`config.mk`:
```
export PLATFORM = sky130hd
export DESIGN_NAME = scp_reduce
export DESIGN_NICKNAME = d
export VERILOG_FILES = /design/src/hdl/scp_pkg.sv /design/src/hdl/scp_reduce.sv
export VERILOG_INCLUDE_DIRS = /design/src /design/src/hdl
export SDC_FILE = /design/constraint.sdc
export NUM_CORES = 1
export LEC_CHECK = 0
export ABC_CLOCK_PERIOD_IN_PS = 7100
export BUFFER_PORTS_ARGS = -buffer_cell sky130_fd_sc_hd__buf_2
export CAP_MARGIN = 20
export CELL_PAD_IN_SITES_DETAIL_PLACEMENT = 2
export CELL_PAD_IN_SITES_GLOBAL_PLACEMENT = 2
export CORE_ASPECT_RATIO = 0.7
export CORE_MARGIN = 2
export CORE_UTILIZATION = 35
export CTS_BUF_LIST = sky130_fd_sc_hd__clkbuf_8
export DETAILED_ROUTE_END_ITERATION = 12
export GPL_ROUTABILITY_DRIVEN = 0
export HOLD_SLACK_MARGIN = 0.03
export PLACE_DENSITY_LB_ADDON = 0.1
export SYNTH_ARGS = -nofsm -noshare
export SYNTH_HDL_FRONTEND = slang
export SYNTH_SLANG_ARGS = --single-unit
```
`constraint.sdc`:
```
create_clock -name i_clk -period 7.1 [get_ports i_clk]
set_input_delay 1.42 -clock i_clk [delete_from_list [all_inputs] [get_ports i_clk]]
set_output_delay 1.42 -clock i_clk [all_outputs]
set_load 0.1 [all_outputs]
```
`src/hdl/sine_cosine_polynomial_macros.svh`:
```
// assertion macros shared by the sine/cosine pipeline modules
`ifndef SINE_COSINE_POLYNOMIAL_MACROS_SVH
`define SINE_COSINE_POLYNOMIAL_MACROS_SVH

`ifndef ASSERT_OFF
// checked on every rising edge outside reset
`define SCP_ASSERT(lbl, prop, msg) \
    lbl: assert property (@(posedge i_clk) disable iff (!i_rst_n) prop) else $error(msg);
// checked on every rising edge, reset included
`define SCP_ASSERT_ALWAYS(lbl, prop, msg) \
    lbl: assert property (@(posedge i_clk) prop) else $error(msg);
`else
`define SCP_ASSERT(lbl, prop, msg)
`define SCP_ASSERT_ALWAYS(lbl, prop, msg)
`endif

`endif

```
`src/hdl/scp_pkg.sv`:
```
// constants and widths for the sine/cosine polynomial pipeline
`default_nettype none

package scp_pkg;

    // field widths
    localparam int ANGLE_W  = 24;
    localparam int RESULT_W = 18;

    // opcodes
    localparam logic OP_SINE   = 1'b0;
    localparam logic OP_COSINE = 1'b1;

    // angle reduction, q32 radians
    localparam int V_W  = 42;
    localparam int WQ_W = V_W - 24;
    localparam int K_W  = 7;
    localparam int KP_W = K_W + 36;
    localparam int R_W  = 38;
    localparam int X_W  = 31;

    localparam logic signed [V_W-1:0] PI_Q32      = 42'sh003243F6A89;
    localparam logic signed [V_W-1:0] NEG_PI_Q32  = -42'sh003243F6A89;
    localparam logic signed [V_W-1:0] HALF_PI_Q32 = 42'sh001921FB544;
    localparam logic signed [35:0]    TWO_PI_Q32  = 36'sh6487ED511;

    // reduction window edges, at the working width of the remainder
    localparam logic signed [R_W-1:0] PI_R       = 38'sh03243F6A89;
    localparam logic signed [R_W-1:0] NEG_PI_R   = -38'sh03243F6A89;
    localparam logic signed [R_W-1:0] TWO_PI_R   = 38'sh06487ED511;
    localparam logic signed [R_W-1:0] PI_LESS_2PI = -38'sh03243F6A88;
    localparam logic signed [R_W-1:0] TWO_PI_LESS_PI = 38'sh03243F6A88;

    // 2^24 / (2*pi), used to estimate the turn count
    localparam logic signed [22:0] RECIP_2PI = 23'sd2670177;

    // largest reduced angle magnitude in q28
    localparam logic signed [X_W-1:0] X_MAX = 31'sd843314857;
    localparam logic signed [X_W-1:0] X_MIN = -31'sd843314857;

    // polynomial coefficients, q28
    localparam logic signed [29:0] Q28_ONE = 30'sd268435456;
    localparam logic signed [26:0] Q28_C3  = -27'sd44739244;
    localparam logic signed [22:0] Q28_C5  = 23'sd2236962;
    localparam logic signed [16:0] Q28_C7  = 17'sd53260;

    // rounding offsets
    localparam logic signed [63:0] RND_28 = 64'sd134217728;
    localparam logic signed [63:0] RND_12 = 64'sd2048;
    localparam logic signed [R_W-1:0] RND_4 = 38'sd8;

    localparam logic signed [RESULT_W-1:0] RESULT_MAX = 18'sd131071;
    localparam logic signed [RESULT_W-1:0] RESULT_MIN = -18'sd131072;

    // pipeline depths
    localparam int RED_STAGES = 6;
    localparam int HOR_STAGES = 11;

    // which side of the principal window the unreduced angle lies on
    typedef struct packed {
        logic above;
        logic below;
    } t_scp_side;

endpackage

`default_nettype wire

```
`src/hdl/scp_reduce.sv`:
```
// phase offset and reduction of the angle into [-pi, pi], output in q28
`default_nettype none
`include "sine_cosine_polynomial_macros.svh"

module scp_reduce
    import scp_pkg::*;
(
    input  wire logic                        i_clk,
    input  wire logic                        i_rst_n,
    input  wire logic                        i_valid,
    output logic                             o_ready,
    input  wire logic                        i_opcode,
    input  wire logic signed [ANGLE_W-1:0]   i_angle,
    output logic                             o_valid,
    input  wire logic                        i_ready,
    output logic signed [X_W-1:0]            o_x
);

    logic [RED_STAGES-1:0] r_vld;
    logic [RED_STAGES-1:0] w_rdy;

    logic signed [V_W-1:0]  r_v1, r_v2, r_v3;
    logic signed [WQ_W-1:0] r_wq2;
    logic signed [K_W-1:0]  r_k3;
    logic signed [R_W-1:0]  r_r4, r_v4, r_r5;
    logic signed [X_W-1:0]  r_x6;
    t_scp_side              r_side2, r_side3, r_side4;

    logic signed [V_W-1:0]  n_v1;
    logic signed [V_W-1:0]  n_w;
    t_scp_side              n_side2;
    logic signed [40:0]     n_prod;
    logic signed [KP_W-1:0] n_kp;
    logic signed [KP_W:0]   n_r0;
    logic signed [R_W-1:0]  n_r5;
    logic signed [R_W-1:0]  n_xs;

    // stall chain, a stage loads when empty or when its successor moves
    always_comb begin
        w_rdy[RED_STAGES-1] = !r_vld[RED_STAGES-1] || i_ready;
        for (int i = RED_STAGES - 2; i >= 0; i--) begin
            w_rdy[i] = !r_vld[i] || w_rdy[i+1];
        end
    end

    always_ff @(posedge i_clk) begin
        if (!i_rst_n) begin
            r_vld <= '0;
        end else begin
            if (w_rdy[0]) begin
                r_vld[0] <= i_valid;
            end
            for (int i = 1; i < RED_STAGES; i++) begin
                if (w_rdy[i]) begin
                    r_vld[i] <= r_vld[i-1];
                end
            end
        end
    end

    always_comb begin
        // q8.16 to q32, plus quarter turn for cosine
        n_v1 = {{(V_W-ANGLE_W-16){i_angle[ANGLE_W-1]}}, i_angle, 16'b0};
        if (i_opcode == OP_COSINE) begin
            n_v1 = n_v1 + HALF_PI_Q32;
        end
        // turn estimate works on the angle shifted up by half a turn
        n_w           = r_v1 + PI_Q32;
        n_side2.above = r_v1 > PI_Q32;
        n_side2.below = r_v1 < NEG_PI_Q32;
        n_prod        = r_wq2 * RECIP_2PI;
        n_kp          = r_k3 * TWO_PI_Q32;
        n_r0          = {{(KP_W+1-V_W){r_v3[V_W-1]}}, r_v3} - {n_kp[KP_W-1], n_kp};
        // the estimate is off by at most one turn, one step fixes it
        n_r5 = r_r4;
        priority if (r_side4.above) begin
            if (r_r4 > PI_R) begin
                n_r5 = r_r4 - TWO_PI_R;
            end else if (r_r4 <= PI_LESS_2PI) begin
                n_r5 = r_r4 + TWO_PI_R;
            end
        end else if (r_side4.below) begin
            if (r_r4 < NEG_PI_R) begin
                n_r5 = r_r4 + TWO_PI_R;
            end else if (r_r4 >= TWO_PI_LESS_PI) begin
                n_r5 = r_r4 - TWO_PI_R;
            end
        end else begin
            n_r5 = r_v4;
        end
        // q32 to q28, round half up
        n_xs = r_r5 + RND_4;
    end

    always_ff @(posedge i_clk) begin
        if (w_rdy[0]) begin
            r_v1 <= n_v1;
        end
        if (w_rdy[1]) begin
            r_v2    <= r_v1;
            r_wq2   <= n_w[V_W-1:24];
            r_side2 <= n_side2;
        end
        if (w_rdy[2]) begin
            r_v3    <= r_v2;
            r_k3    <= n_prod[32+K_W-1:32];
            r_side3 <= r_side2;
        end
        if (w_rdy[3]) begin
            r_r4    <= n_r0[R_W-1:0];
            r_v4    <= r_v3[R_W-1:0];
            r_side4 <= r_side3;
        end
        if (w_rdy[4]) begin
            r_r5 <= n_r5;
        end
        if (w_rdy[5]) begin
            r_x6 <= n_xs[X_W+3:4];
        end
    end

    assign o_ready = w_rdy[0];
    assign o_valid = r_vld[RED_STAGES-1];
    assign o_x     = r_x6;

    `SCP_ASSERT(a_x_in_window, r_vld[RED_STAGES-1] |-> (r_x6 <= X_MAX && r_x6 >= X_MIN), "reduced angle outside [-pi, pi]")
    `SCP_ASSERT_ALWAYS(a_red_reset_empty, !i_rst_n |=> (r_vld == '0), "reduction stages hold a word after reset")

endmodule

`default_nettype wire

```
# Word-level counts from Yosys, hierarchy flattened
# Cells that the tools add are included.
[totals]
mem_bits_rw = 0
out_inout_bits = 33
rom_bits = 0
reg_bits = 294
elab_cells = 55
mem_count = 0
latchBits = 0
[op_classes]
mul = 2
eq_ne = 0
add_sub_neg = 6
muxes = 7
n_lt_le_gt_ge = 6
div = 0
bitwise = 0
n_reduce_logical = 12
shifts = 0
[op_table]
columns = ["cell", "count"]
rows = [
  ["35-bit 2-to-1 mux", 6],
  ["42-bit by 35-bit adder with 42-bit output, second input constant", 1],
  ["42-bit by 35-bit > comparator with 1-bit output, second input constant", 1],
  ["42-bit by 35-bit less-than comparator with 1-bit output, second input constant", 1],
  ["42-bit 2-to-1 mux", 1],
  ["40-bit by 34-bit adder with 41-bit output, second input constant", 1],
  ["18-bit by 23-bit multiplier with 39-bit output, second input constant", 1],
  ["38-bit by 35-bit >= comparator with 1-bit output, second input constant", 1],
  ["38-bit by 35-bit > comparator with 1-bit output, second input constant", 1],
  ["38-bit by 35-bit <= comparator with 1-bit output, second input constant", 1],
  ["38-bit by 35-bit less-than comparator with 1-bit output, second input constant", 1],
  ["7-bit by 36-bit multiplier with 38-bit output, second input constant", 1],
  ["38-bit subtractor", 1],
  ["35-bit by 34-bit adder with 35-bit output, second input constant", 1],
  ["35-bit by 5-bit adder with 35-bit output, second input constant", 1],
  ["35-bit by 34-bit subtractor with 35-bit output, second input constant", 1],
  ["1-bit zero test", 6],
  ["1-bit logical OR", 6],
]

# Logic depth before layout (Yosys ltp)
# Gate-level depths: netlist of the first run.
[depth]
ltp_word = 7
depth_mapped = 22

# Worst setup path before layout of the first run
# No wires, ideal clock.
[synth_path]
kind = "register to register"
from = "register r_wq2[7]"
to = "register r_k3[0], data pin"
path_slack_ps = 1409
n_path_buf = 0
required_ps = 6943
t_arrival_ps = 5534
setup_time_ps = 157
stages_incl_launch_ff = 20
path_cell_list = "edfxtp_1 fa_1 inv_1 fa_1 fa_1 inv_1 fa_1 fa_1 inv_1 fa_1 inv_1 ha_1 a21o_1 a21o_1 a21o_1 a2111oi_0 o21ai_0 a21o_1 and4_1 nor3_1"
[synth_via]
elab_chain_cells = 1
[synth_lines]
columns = ["element", "line", "rtl"]
rows = [
  ["from (decl)", "scp_reduce.sv:23", "logic signed [WQ_W-1:0] r_wq2;"],
  ["from (signal assigned)", "scp_reduce.sv:101", "r_wq2 <= n_w[V_W-1:24];"],
  ["18-bit by 23-bit multiplier with 39-bit output", "scp_reduce.sv:71", "n_prod = r_wq2 * RECIP_2PI;"],
  ["net n_prod[32]", "scp_reduce.sv:32", "logic signed [40:0] n_prod;"],
  ["to (signal assigned)", "scp_reduce.sv:106", "r_k3 <= n_prod[32+K_W-1:32];"],
  ["to (decl)", "scp_reduce.sv:24", "logic signed [K_W-1:0] r_k3;"],
]
# The timed path passes the listed nets, and every way through them passes these cells.
# A chain may end at the register's enable or synchronous reset.

# Worst setup path in the final report of the first run
[layout_path]
from = "register r_wq2[6]"
to = "register r_k3[5], data pin"
# The elaborated chain is that of the path after synthesis.

==> impl_metrics.json, run 1 <==
{
  "area_growth_pct": 9.73,
  "cts.hold.buffers_added": 0,
  "max-cap-violations": 0,
  "grt_util_all_layers_pct": 21.6,
  "synth_flop_cell": "edfxtp_1",
  "dpl_worst_slack_ns": 0.667,
  "drt_iter0_drc": 1022,
  "viasPerCell": 5.25,
  "cts_setup_buffers": 0,
  "io_pins": 62,
  "first_global_vias": 16800,
  "rsz0062_at_grt": "false",
  "hold_class": "reg -> reg",
  "crit_fanout": 7,
  "wl_met1_um": 36200,
  "synth.net_count": 2530,
  "worstPathRequired_ns": 7.44,
  "globalRouteOverflowTotal": 0,
  "netlist_area_um2": 21400,
  "synthXorXnorAreaFrac_pct": 5.85,
  "postRouteAntennaNets": 0,
  "drt_wl_total_um": 67100,
  "avgRoutedWirePerCell_um": 22.7,
  "die_area_um2": 63200,
  "synthCells": 2052,
  "ys_ff_latch": 230,
  "clkTransAtPathRegs_ns": 0.06,
  "die_x_um": 300,
  "clkLatencyLatePin_ns": 0.61,
  "wl_met3_um": 3560,
  "arrival_ns": 6.77,
  "synth_top_family_by_area": "adder cells",
  "reg2reg_depth": 20,
  "synthSimpleGateAreaFrac_pct": 10.0,
  "dp_hpwl_um": 54700,
  "htreeDepth": 2,
  "cts_buffers": 41,
  "hold_end": "r_v3[18]$_DFFE_PP_",
  "tightest_slew_ns": 0.973,
  "min_from": "r_v2[18]$_DFFE_PP_",
  "worstSetupStartpointType": "flop",
  "drc": 0,
  "drive_gt1_share_pct": 8.23,
  "synthDistinctLibCells": 86,
  "antenna_found_initial": 5,
  "cts_tree": "yes",
  "clock-root-buffer": "clkbuf_8",
  "fin_worst_skew_ns": 0.0396,
  "core_area_um2": 60200,
  "layout.cells.non_filler": 2959,
  "rows": 75,
  "synth.avg_cell_area_um2": 10.4,
  "async_flop_share_pct": 0,
  "min_period_over_period_pct": 90.6,
  "top_layer": "met4",
  "rr_startpoint": "r_wq2[6]$_DFFE_PP_",
  "synth-edff-count": 224,
  "fp.dieH_um": 211,
  "timing_hold_violations_final": 0,
  "ys_seq_area_share_pct": 32.0,
  "portBuffers": 61,
  "cts_resized": 0,
  "setup_tns_ns": 0,
  "firstDrtPassIters": 4,
  "fillers": 6363,
  "timing.rr.end": "r_k3[5]$_DFFE_PP_",
  "cts_max_path_buffers": 3,
  "status": "complete, no violations",
  "grt_pass1_wl_um": 104000,
  "cp-end-kind": "flop",
  "synthAdderAreaFrac_pct": 32.5,
  "timing.fmax_ghz": 0.155,
  "yosysWarnings": 0,
  "dp.cells": 2886,
  "vias": 15500,
  "setup_violations": 0,
  "dr_wl_met2_um": 26500,
  "finalCriticalPeriod_ns": 6.43,
  "grt_max_degree": 61,
  "initial_core_util_pct": 35.6,
  "reg2reg_slack_ns": 0.67,
  "cts_num_sinks": 230,
  "holdPathStages": 0,
  "finalMaxSlewViolations": 0,
  "synth_compound_gate_area_share_pct": 11.5,
  "layout.nets": 2601,
  "fin_ws_ns": 0.669,
  "slew_headroom_pct": 35.2,
  "critical_path_class": "reg -> reg",
  "muxShareOfSynthArea_pct": 0.420
}
-- per-layer routing --
| metal | vias up | global-route usage [%] |
|---|---|---|
| met5 | - | 0 |
| met4 | 0 | 3.84 |
| met3 | 56 | 3.96 |
| met2 | 291 | 30.0 |
| met1 | 7969 | 34.6 |
| li1 | 7207 | - |
-- cells by family (layout without fill, tap and decap cells) --
family / Yosys count / in the layout
xor gates and xnor gates: 143 / 143
muxes: 9 / 9
and+or+nand+nor: 420 / 420
buffers and inverters: 437 / 535
adders and majority gates: 449 / 449
other: 0 / 1
DFF: 230 / 230
AOI/OAI and AO/OA: 364 / 364
-- Yosys cell counts (10+ instances only) --
library cell / instances / area, µm²
nor3_1: 29 / 145
and3_1: 31 / 194
fa_1: 179 / 3580
nand3_1: 47 / 235
and2_1: 10 / 62.6
clkbuf_1: 41 / 154
nand4_1: 20 / 125
inv_1: 374 / 1400
nand2_1: 97 / 364
or2_2: 12 / 75.1
o21ai_0: 65 / 325
o21bai_1: 10 / 75.1
xnor2_1: 96 / 841
xor2_1: 47 / 412
nand2b_1: 15 / 93.8
edfxtp_1: 224 / 6730
o21a_1: 16 / 120
a21oi_1: 78 / 390
o22ai_1: 21 / 131
ha_1: 270 / 3380
a211oi_1: 13 / 97.6
nor2b_1: 14 / 87.6
nor2_1: 97 / 364
a21o_1: 37 / 278
a31oi_1: 16 / 100
buf_2: 19 / 95.1
-- cell type report --
class,instances,area (µm²),share of cell area [%]
Multi-Input combinational cell,1385,12900,54.9
Sequential cell,230,6850,29.1
Tap cell,808,1010,4.30
Inverter,375,1410,5.99
Clock inverter,29,211,0.899
Antenna cell,1,2.50,0.0106
Clock buffer,41,564,2.40
Timing Repair Buffer,90,556,2.36
-- worst max-delay path by stage --
| stage | start | endpoint | slack (ns) | cells after the start |
|---|---|---|---|---|
| 6_report | r_wq2[6]$_DFFE_PP_ | r_k3[5]$_DFFE_PP_ | 0.67 | 20 |
| 5_1_grt | r_wq2[16]$_DFFE_PP_ | r_k3[5]$_DFFE_PP_ | 0.41 | 20 |
| 4_1_cts | r_wq2[7]$_DFFE_PP_ | r_k3[0]$_DFFE_PP_ | 0.67 | 20 |
| 3_5_place_dp | r_wq2[16]$_DFFE_PP_ | r_k3[5]$_DFFE_PP_ | 0.67 | 20 |
| 3_3_place_gp | r_wq2[16]$_DFFE_PP_ | r_k3[5]$_DFFE_PP_ | 0.89 | 20 |
| 2_1_floorplan | r_wq2[7]$_DFFE_PP_ | r_k3[0]$_DFFE_PP_ | 1.41 | 19 |
-- sequential cells by signal (all words and copies together) (netlist names) --
register,cells
r_r4,38
r_r5,32
o_x,31
r_v1,26
r_v2,23
r_v3,23
r_v4,20
r_wq2,18
r_k3,7
r_vld,6
r_side2,2
r_side3,2
r_side4,2
-- placed cells by master (no fill, tap or decap), types with 10 or more instances in the layout --
cell and count:
inv_1 381, ha_1 270, edfxtp_1 224, fa_1 179, nand2_1 96, nor2_1 96
xnor2_1 96, a21oi_1 78, o21ai_0 65, buf_2 61, nand3_1 47, xor2_1 47
clkbuf_8 41, a21o_1 37, and3_1 31, nor3_1 29, buf_4 27, o22ai_1 21
nand4_1 20, o21a_1 16, a31oi_1 16, nand2b_1 15, nor2b_1 14, a211oi_1 13
or2_2 12, and2_1 10, o21bai_1 10, clkinv_1 10
-- metrics by stage --
| stage | util (%) | hold WS, ns | area (µm²) |
|---|---|---|---|
| global route | 39.0 | 0.430 | 23500 |
| floorplan | - | 0.400 | 21400 |
| CTS | 38.9 | 0.417 | 23500 |
| detailed placement | 37.7 | 0.406 | 22700 |
| global placement | 37.7 | 0.407 | 22700 |
| finish | 39.0 | 0.416 | 23500 |
-- critical path, stage by stage (launching register included) --
cell and delay [ns]:
edfxtp_1 0.59, fa_1 0.69, inv_1 0.09, fa_1 0.47, fa_1 0.50, inv_1 0.06
fa_1 0.46, fa_1 0.55, inv_1 0.05, fa_1 0.53, inv_1 0.05, ha_1 0.32
a21o_1 0.19, a21o_1 0.17, a21o_1 0.19, a2111oi_0 0.40, buf_4 0.22, or3_1 0.14
nand3_1 0.16, a31oi_1 0.26, xnor2_1 0.09
Power of run 1 is left out: the tool's default activity adds up to more than one toggle a clock period on the data nets, which glitch-free logic cannot reach.
==> run 2: changes to the inputs <==
ABC_AREA = 1   (was default)
==> run 2 against run 1 <==
Effect of this change:
- worst hold slack worse by 0.028 ns
- critical path depth is 2 higher
- sequential cell count stayed put
- synthesized cell count is 50% higher
- design area is 14% higher
- fmax is 6.8% higher
- worst setup slack better by 0.41 ns
- critical endpoint is now r_k3[6]$_DFFE_PP_
- highest routed layer unchanged
==> impl_metrics.json, run 2 <==
{
  "status": "complete, no violations",
  "clock-root-buffer": "clkbuf_8",
  "cts_max_path_buffers": 3,
  "synth.net_count": 3553,
  "ys_ff_latch": 230,
  "setup_violations": 0,
  "worstSetupStartpointType": "flop",
  "initial_core_util_pct": 35.4,
  "area_growth_pct": 8.21,
  "hold_class": "reg -> reg",
  "top_register": "r_r4",
  "setup_tns_ns": 0,
  "rsz0062_at_grt": "false",
  "cts_buffers": 41,
  "fin_worst_skew_ns": 0.0649,
  "first_global_vias": 23300,
  "netlist_area_um2": 24800,
  "htreeDepth": 2,
  "synth-edff-count": 224,
  "finalMaxSlewViolations": 0,
  "cts_setup_buffers": 0,
  "tightest_slew_ns": 1.02,
  "cts_num_sinks": 230,
  "grt_util_all_layers_pct": 28.1,
  "yosysMostFrequentCell": "nand2_1",
  "fp.dieH_um": 227,
  "yosysWarnings": 0,
  "layout.cells.non_filler": 4126,
  "critical_path_class": "reg -> reg",
  "holdPathStages": 0,
  "drive_gt1_share_pct": 6.15,
  "antenna_found_initial": 2,
  "final_cell_mix": "700 x nand2_1, 599 x inv_1, 287 x nor2_1, 270 x ha_1, 224 x edfxtp_1",
  "drt_wl_total_um": 101000,
  "max-cap-violations": 0,
  "portBuffers": 61,
  "async_flop_share_pct": 0,
  "cts_resized": 0,
  "crit_fanout": 7,
  "synthCells": 3075,
  "cp-end-kind": "flop",
  "synth.avg_cell_area_um2": 8.07,
  "final_area_um2": 26800,
  "dp_hpwl_um": 85500,
  "arrival_ns": 6.37,
  "clkTransAtPathRegs_ns": 0.08,
  "synth_top_area_cell": "edfxtp_1",
  "layout.nets": 3616,
  "synth_common_cells": "701 x nand2_1, 584 x inv_1, 287 x nor2_1",
  "postRouteAntennaNets": 0,
  "avgRoutedWirePerCell_um": 24.6,
  "worstPathRequired_ns": 7.45,
  "largest_register_ffs": 38,
  "postPlaceCellArea_um2": 26100,
  "synthDistinctLibCells": 51,
  "clkLatencyLatePin_ns": 0.65,
  "dp.cells": 4048,
  "firstDrtPassIters": 7,
  "min_period_over_period_pct": 84.8,
  "timing_hold_violations_final": 0,
  "grt_pass1_wl_um": 152000,
  "die_x_um": 322,
  "cts.hold.buffers_added": 0,
  "grt_max_degree": 62,
  "rows": 81,
  "die_area_um2": 73000,
  "drt_iter0_drc": 1713,
  "timing.fmax_ghz": 0.166,
  "drc": 0,
  "synth_top_area_share_pct": 27.1,
  "cts_tree": "yes",
  "netlist_top_cells_area": "edfxtp_1 27%, fa_1 14%, ha_1 14%",
  "finalCriticalPeriod_ns": 6.02,
  "final_common_cell": "nand2_1",
  "io_pins": 62,
  "reg2reg_depth": 22,
  "core_area_um2": 70000,
  "globalRouteOverflowTotal": 0,
  "vias": 21800,
  "synth_flop_cell": "edfxtp_1",
  "viasPerCell": 5.28,
  "ys_seq_area_share_pct": 27.6,
  "slew_headroom_pct": 31.6
}
run 2: worst max-delay path, stage by stage (launching register included):
cell and delay (ns):
edfxtp_1 0.57, inv_1 0.13, fa_1 0.55, inv_1 0.08, ha_1 0.21, or2_2 0.30, ha_1 0.29, inv_1 0.05
fa_1 0.48, fa_1 0.55, inv_1 0.06, fa_1 0.51, ha_1 0.37, a21oi_1 0.59, inv_1 0.14, a21oi_1 0.32
inv_1 0.07, a21oi_1 0.13, nand2_1 0.07, nand2_1 0.08, nand2_1 0.06, nand2_1 0.07, nand2_1 0.05
run 2: per-stage QoR:
| step | hold WS, ns | utilization [%] | setup WS, ns |
|---|---|---|---|
| finish | 0.388 | 38.3 | 1.08 |
| CTS | 0.397 | 38.3 | 1.18 |
| floorplan | 0.400 | - | 0.245 |
| global placement | 0.403 | 37.2 | 1.42 |
| global route | 0.412 | 38.3 | 0.854 |
| detailed placement | 0.410 | 37.2 | 1.21 |
run 2: cell families after synthesis:
family                   after synthesis  share of synthesized area (%)
flip-flops                           230                           27.6
AO/OA/AOI/OAI                        276                           6.47
buffers and inverters                663                           10.7
adder cells (fa/ha/maj)              449                           28.1
XOR/XNOR                             114                           4.03
AND/OR/NAND/NOR                     1343                           23.1
run 2: routing by layer:
layer	up-vias	routed length (µm)	track usage, %
li1	9980	-	-
met1	11200	54400	46.4
met2	567	38200	37.5
met3	53	7790	5.59
met4	0	894	2.94
met5	-	0	0
run 2: final cells by class:
type | instances | area, µm²
clock buffer | 43 | 592
multi-input combinational | 2182 | 15300
sequential | 230 | 6850
timing repair buffer | 78 | 468
inverter | 605 | 2280
tap | 954 | 1190
fill | 8116 | 43200
clock inverter | 32 | 153
antenna | 2 | 5.00
run 2: final timing paths:
kind	slack (ns)	to	startpoint
min reg2reg	0.39	r_v3[31]$_DFFE_PP_	r_v2[31]$_DFFE_PP_
max	1.08	r_k3[6]$_DFFE_PP_	r_wq2[5]$_DFFE_PP_
min	0.39	r_v3[31]$_DFFE_PP_	r_v2[31]$_DFFE_PP_
max reg2reg	1.08	r_k3[6]$_DFFE_PP_	r_wq2[5]$_DFFE_PP_
Power of run 2 is left out for the same reason.
==> run 3: changes to the inputs <==
ABC_CLOCK_PERIOD_IN_PS = 5330   (was 7100)
clock period = 5.33 ns   (was 7.1 ns; I/O delays follow)
==> run 3 against run 2 <==
Effect of this change:
- the flow now finishes with violations (setup timing)
- fmax increased by 9.0%
- design area increased by 5.9%
- routed wire length increased by 6.0%
- core utilization increased by 2.3 points
- largest cell class unchanged
- highest routed layer is now met5
==> impl_metrics.json, run 3 (synthesis results as in run 2) <==
{
  "fin_worst_skew_ns": 0.0680,
  "final_cell_mix": "684 x nand2_1, 562 x inv_1, 272 x nor2_1, 247 x ha_1, 224 x edfxtp_1",
  "avgRoutedWirePerCell_um": 25.4,
  "tightest_slew_ns": 1.02,
  "postPlaceCellArea_um2": 26700,
  "drt_wl_total_um": 107000,
  "top_register": "r_r4",
  "vias": 22600,
  "die_area_um2": 73000,
  "reg2reg_slack_ns": -0.19,
  "final_common_cell": "nand2_1",
  "cp-end-kind": "flop",
  "max-cap-violations": 0,
  "grt_max_degree": 62,
  "clock-root-buffer": "clkbuf_8",
  "dp_hpwl_um": 87600,
  "postRouteAntennaNets": 0,
  "drc": 0,
  "worstPathRequired_ns": 5.69,
  "clkLatencyLatePin_ns": 0.67,
  "drt_iter0_drc": 1767,
  "antenna_found_initial": 4,
  "timing.fmax_ghz": 0.181,
  "critical_path_class": "reg -> reg",
  "final_area_um2": 28400,
  "arrival_ns": 5.88,
  "violations": "setup timing",
  "largest_register_ffs": 38,
  "cts_max_path_buffers": 3,
  "core_area_um2": 70000,
  "fp.dieH_um": 227,
  "grt_pass1_wl_um": 155000,
  "cts.hold.buffers_added": 0,
  "finalMaxSlewViolations": 0,
  "cts_buffers": 41,
  "clkTransAtPathRegs_ns": 0.06,
  "first_global_vias": 24000,
  "io_pins": 62,
  "cts_num_sinks": 230,
  "layout.nets": 3728,
  "drive_gt1_share_pct": 13.3,
  "portBuffers": 61,
  "setup_violations": 4,
  "cts_tree": "yes",
  "htreeDepth": 2,
  "firstDrtPassIters": 7,
  "status": "finished with violations",
  "area_growth_pct": 14.6,
  "crit_fanout": 6,
  "finalCriticalPeriod_ns": 5.52,
  "worstSetupStartpointType": "flop",
  "min_period_over_period_pct": 104,
  "fin_ws_ns": -0.193,
  "slew_headroom_pct": 31.6,
  "initial_core_util_pct": 35.4,
  "hold_class": "reg -> reg",
  "rsz0062_at_grt": "true",
  "rows": 81,
  "die_x_um": 322,
  "timing_hold_violations_final": 0,
  "globalRouteOverflowTotal": 0,
  "viasPerCell": 5.33,
  "grt_util_all_layers_pct": 28.8
}
[run 3: cell types whose count changed in the layout (fill, tap and decap cells not counted), moves of 8 or more]
cell,before,now
buf_6,0,13
inv_2,16,43
ha_4,0,21
nor2_1,287,272
nand2_1,700,684
a21oi_1,117,104
ha_1,270,247
fa_2,0,11
inv_1,599,562
a21oi_2,2,11
nand2_2,9,19
buf_4,16,116
fa_1,179,168
nor2_2,12,20
[run 3: worst max-delay path: stages, from the launching register on]
cell and delay (ns):
edfxtp_1 0.45, buf_6 0.16, inv_1 0.05, ha_1 0.31, inv_1 0.07, fa_1 0.51, inv_1 0.07, fa_1 0.52
inv_1 0.06, fa_1 0.49, fa_1 0.56, inv_1 0.06, fa_1 0.54, inv_1 0.08, ha_4 0.27, a21oi_4 0.13
buf_4 0.12, inv_1 0.09, nand2_1 0.12, a21oi_2 0.06, nor4_2 0.30, nand2_1 0.09, nand2_1 0.08, nand2_2 0.05
[run 3: path summary, 6_finish.rpt]
| path | cells past startpoint | startpoint | to |
|---|---|---|---|
| worst min-delay path | 0 | r_v2[35]$_DFFE_PP_ | r_v3[35]$_DFFE_PP_ |
| worst max-delay path | 23 | r_wq2[7]$_DFFE_PP_ | r_k3[3]$_DFFE_PP_ |
| worst min register to register | 0 | r_v2[35]$_DFFE_PP_ | r_v3[35]$_DFFE_PP_ |
| worst max register to register | 23 | r_wq2[7]$_DFFE_PP_ | r_k3[3]$_DFFE_PP_ |
[run 3: layer usage]
layer  share of wire [%]  vias to the layer above  GRT usage (%)
met3                 8.7                       92           7.64
met5              0.0093                        -              0
met1                  50                    11600           45.4
met4                 1.4                        2           4.42
li1                    -                    10200              -
met2                  39                      679           39.1
[run 3: through the flow]
| step | worst slack (ns) | instances | util (%) | setup TNS, ns | hold slack, ns |
|---|---|---|---|---|---|
| 2_1_floorplan | -0.520 | 3075 | - | -9.50 | 0.400 |
| 3_3_place_gp | -0.179 | 4128 | 38.1 | -0.723 | 0.403 |
| 5_1_grt | -0.382 | 4234 | 40.6 | -1.46 | 0.396 |
| 3_5_place_dp | -0.319 | 4128 | 38.1 | -1.64 | 0.410 |
| 6_report | -0.193 | 4234 | 40.6 | -0.322 | 0.381 |
| 4_1_cts | 0.0108 | 4206 | 39.8 | 0 | 0.363 |
[run 3: timing repair]
item,CTS,global route
resized for setup,48,104
buffers inserted,6,29
setup endpoints to repair,8,13
pin swaps,22,72
[run 3: cell type report]
cell class | instances | area [µm²]
fillers | 7989 | 41600
multi-input cells | 2182 | 15900
flip-flops and latches | 230 | 6850
inverters | 605 | 2300
repair buffers | 190 | 1320
well taps | 954 | 1190
clock buffers | 45 | 619
clock inverters | 27 | 230
diodes | 1 | 2.50
Power of run 3 is left out for the same reason.
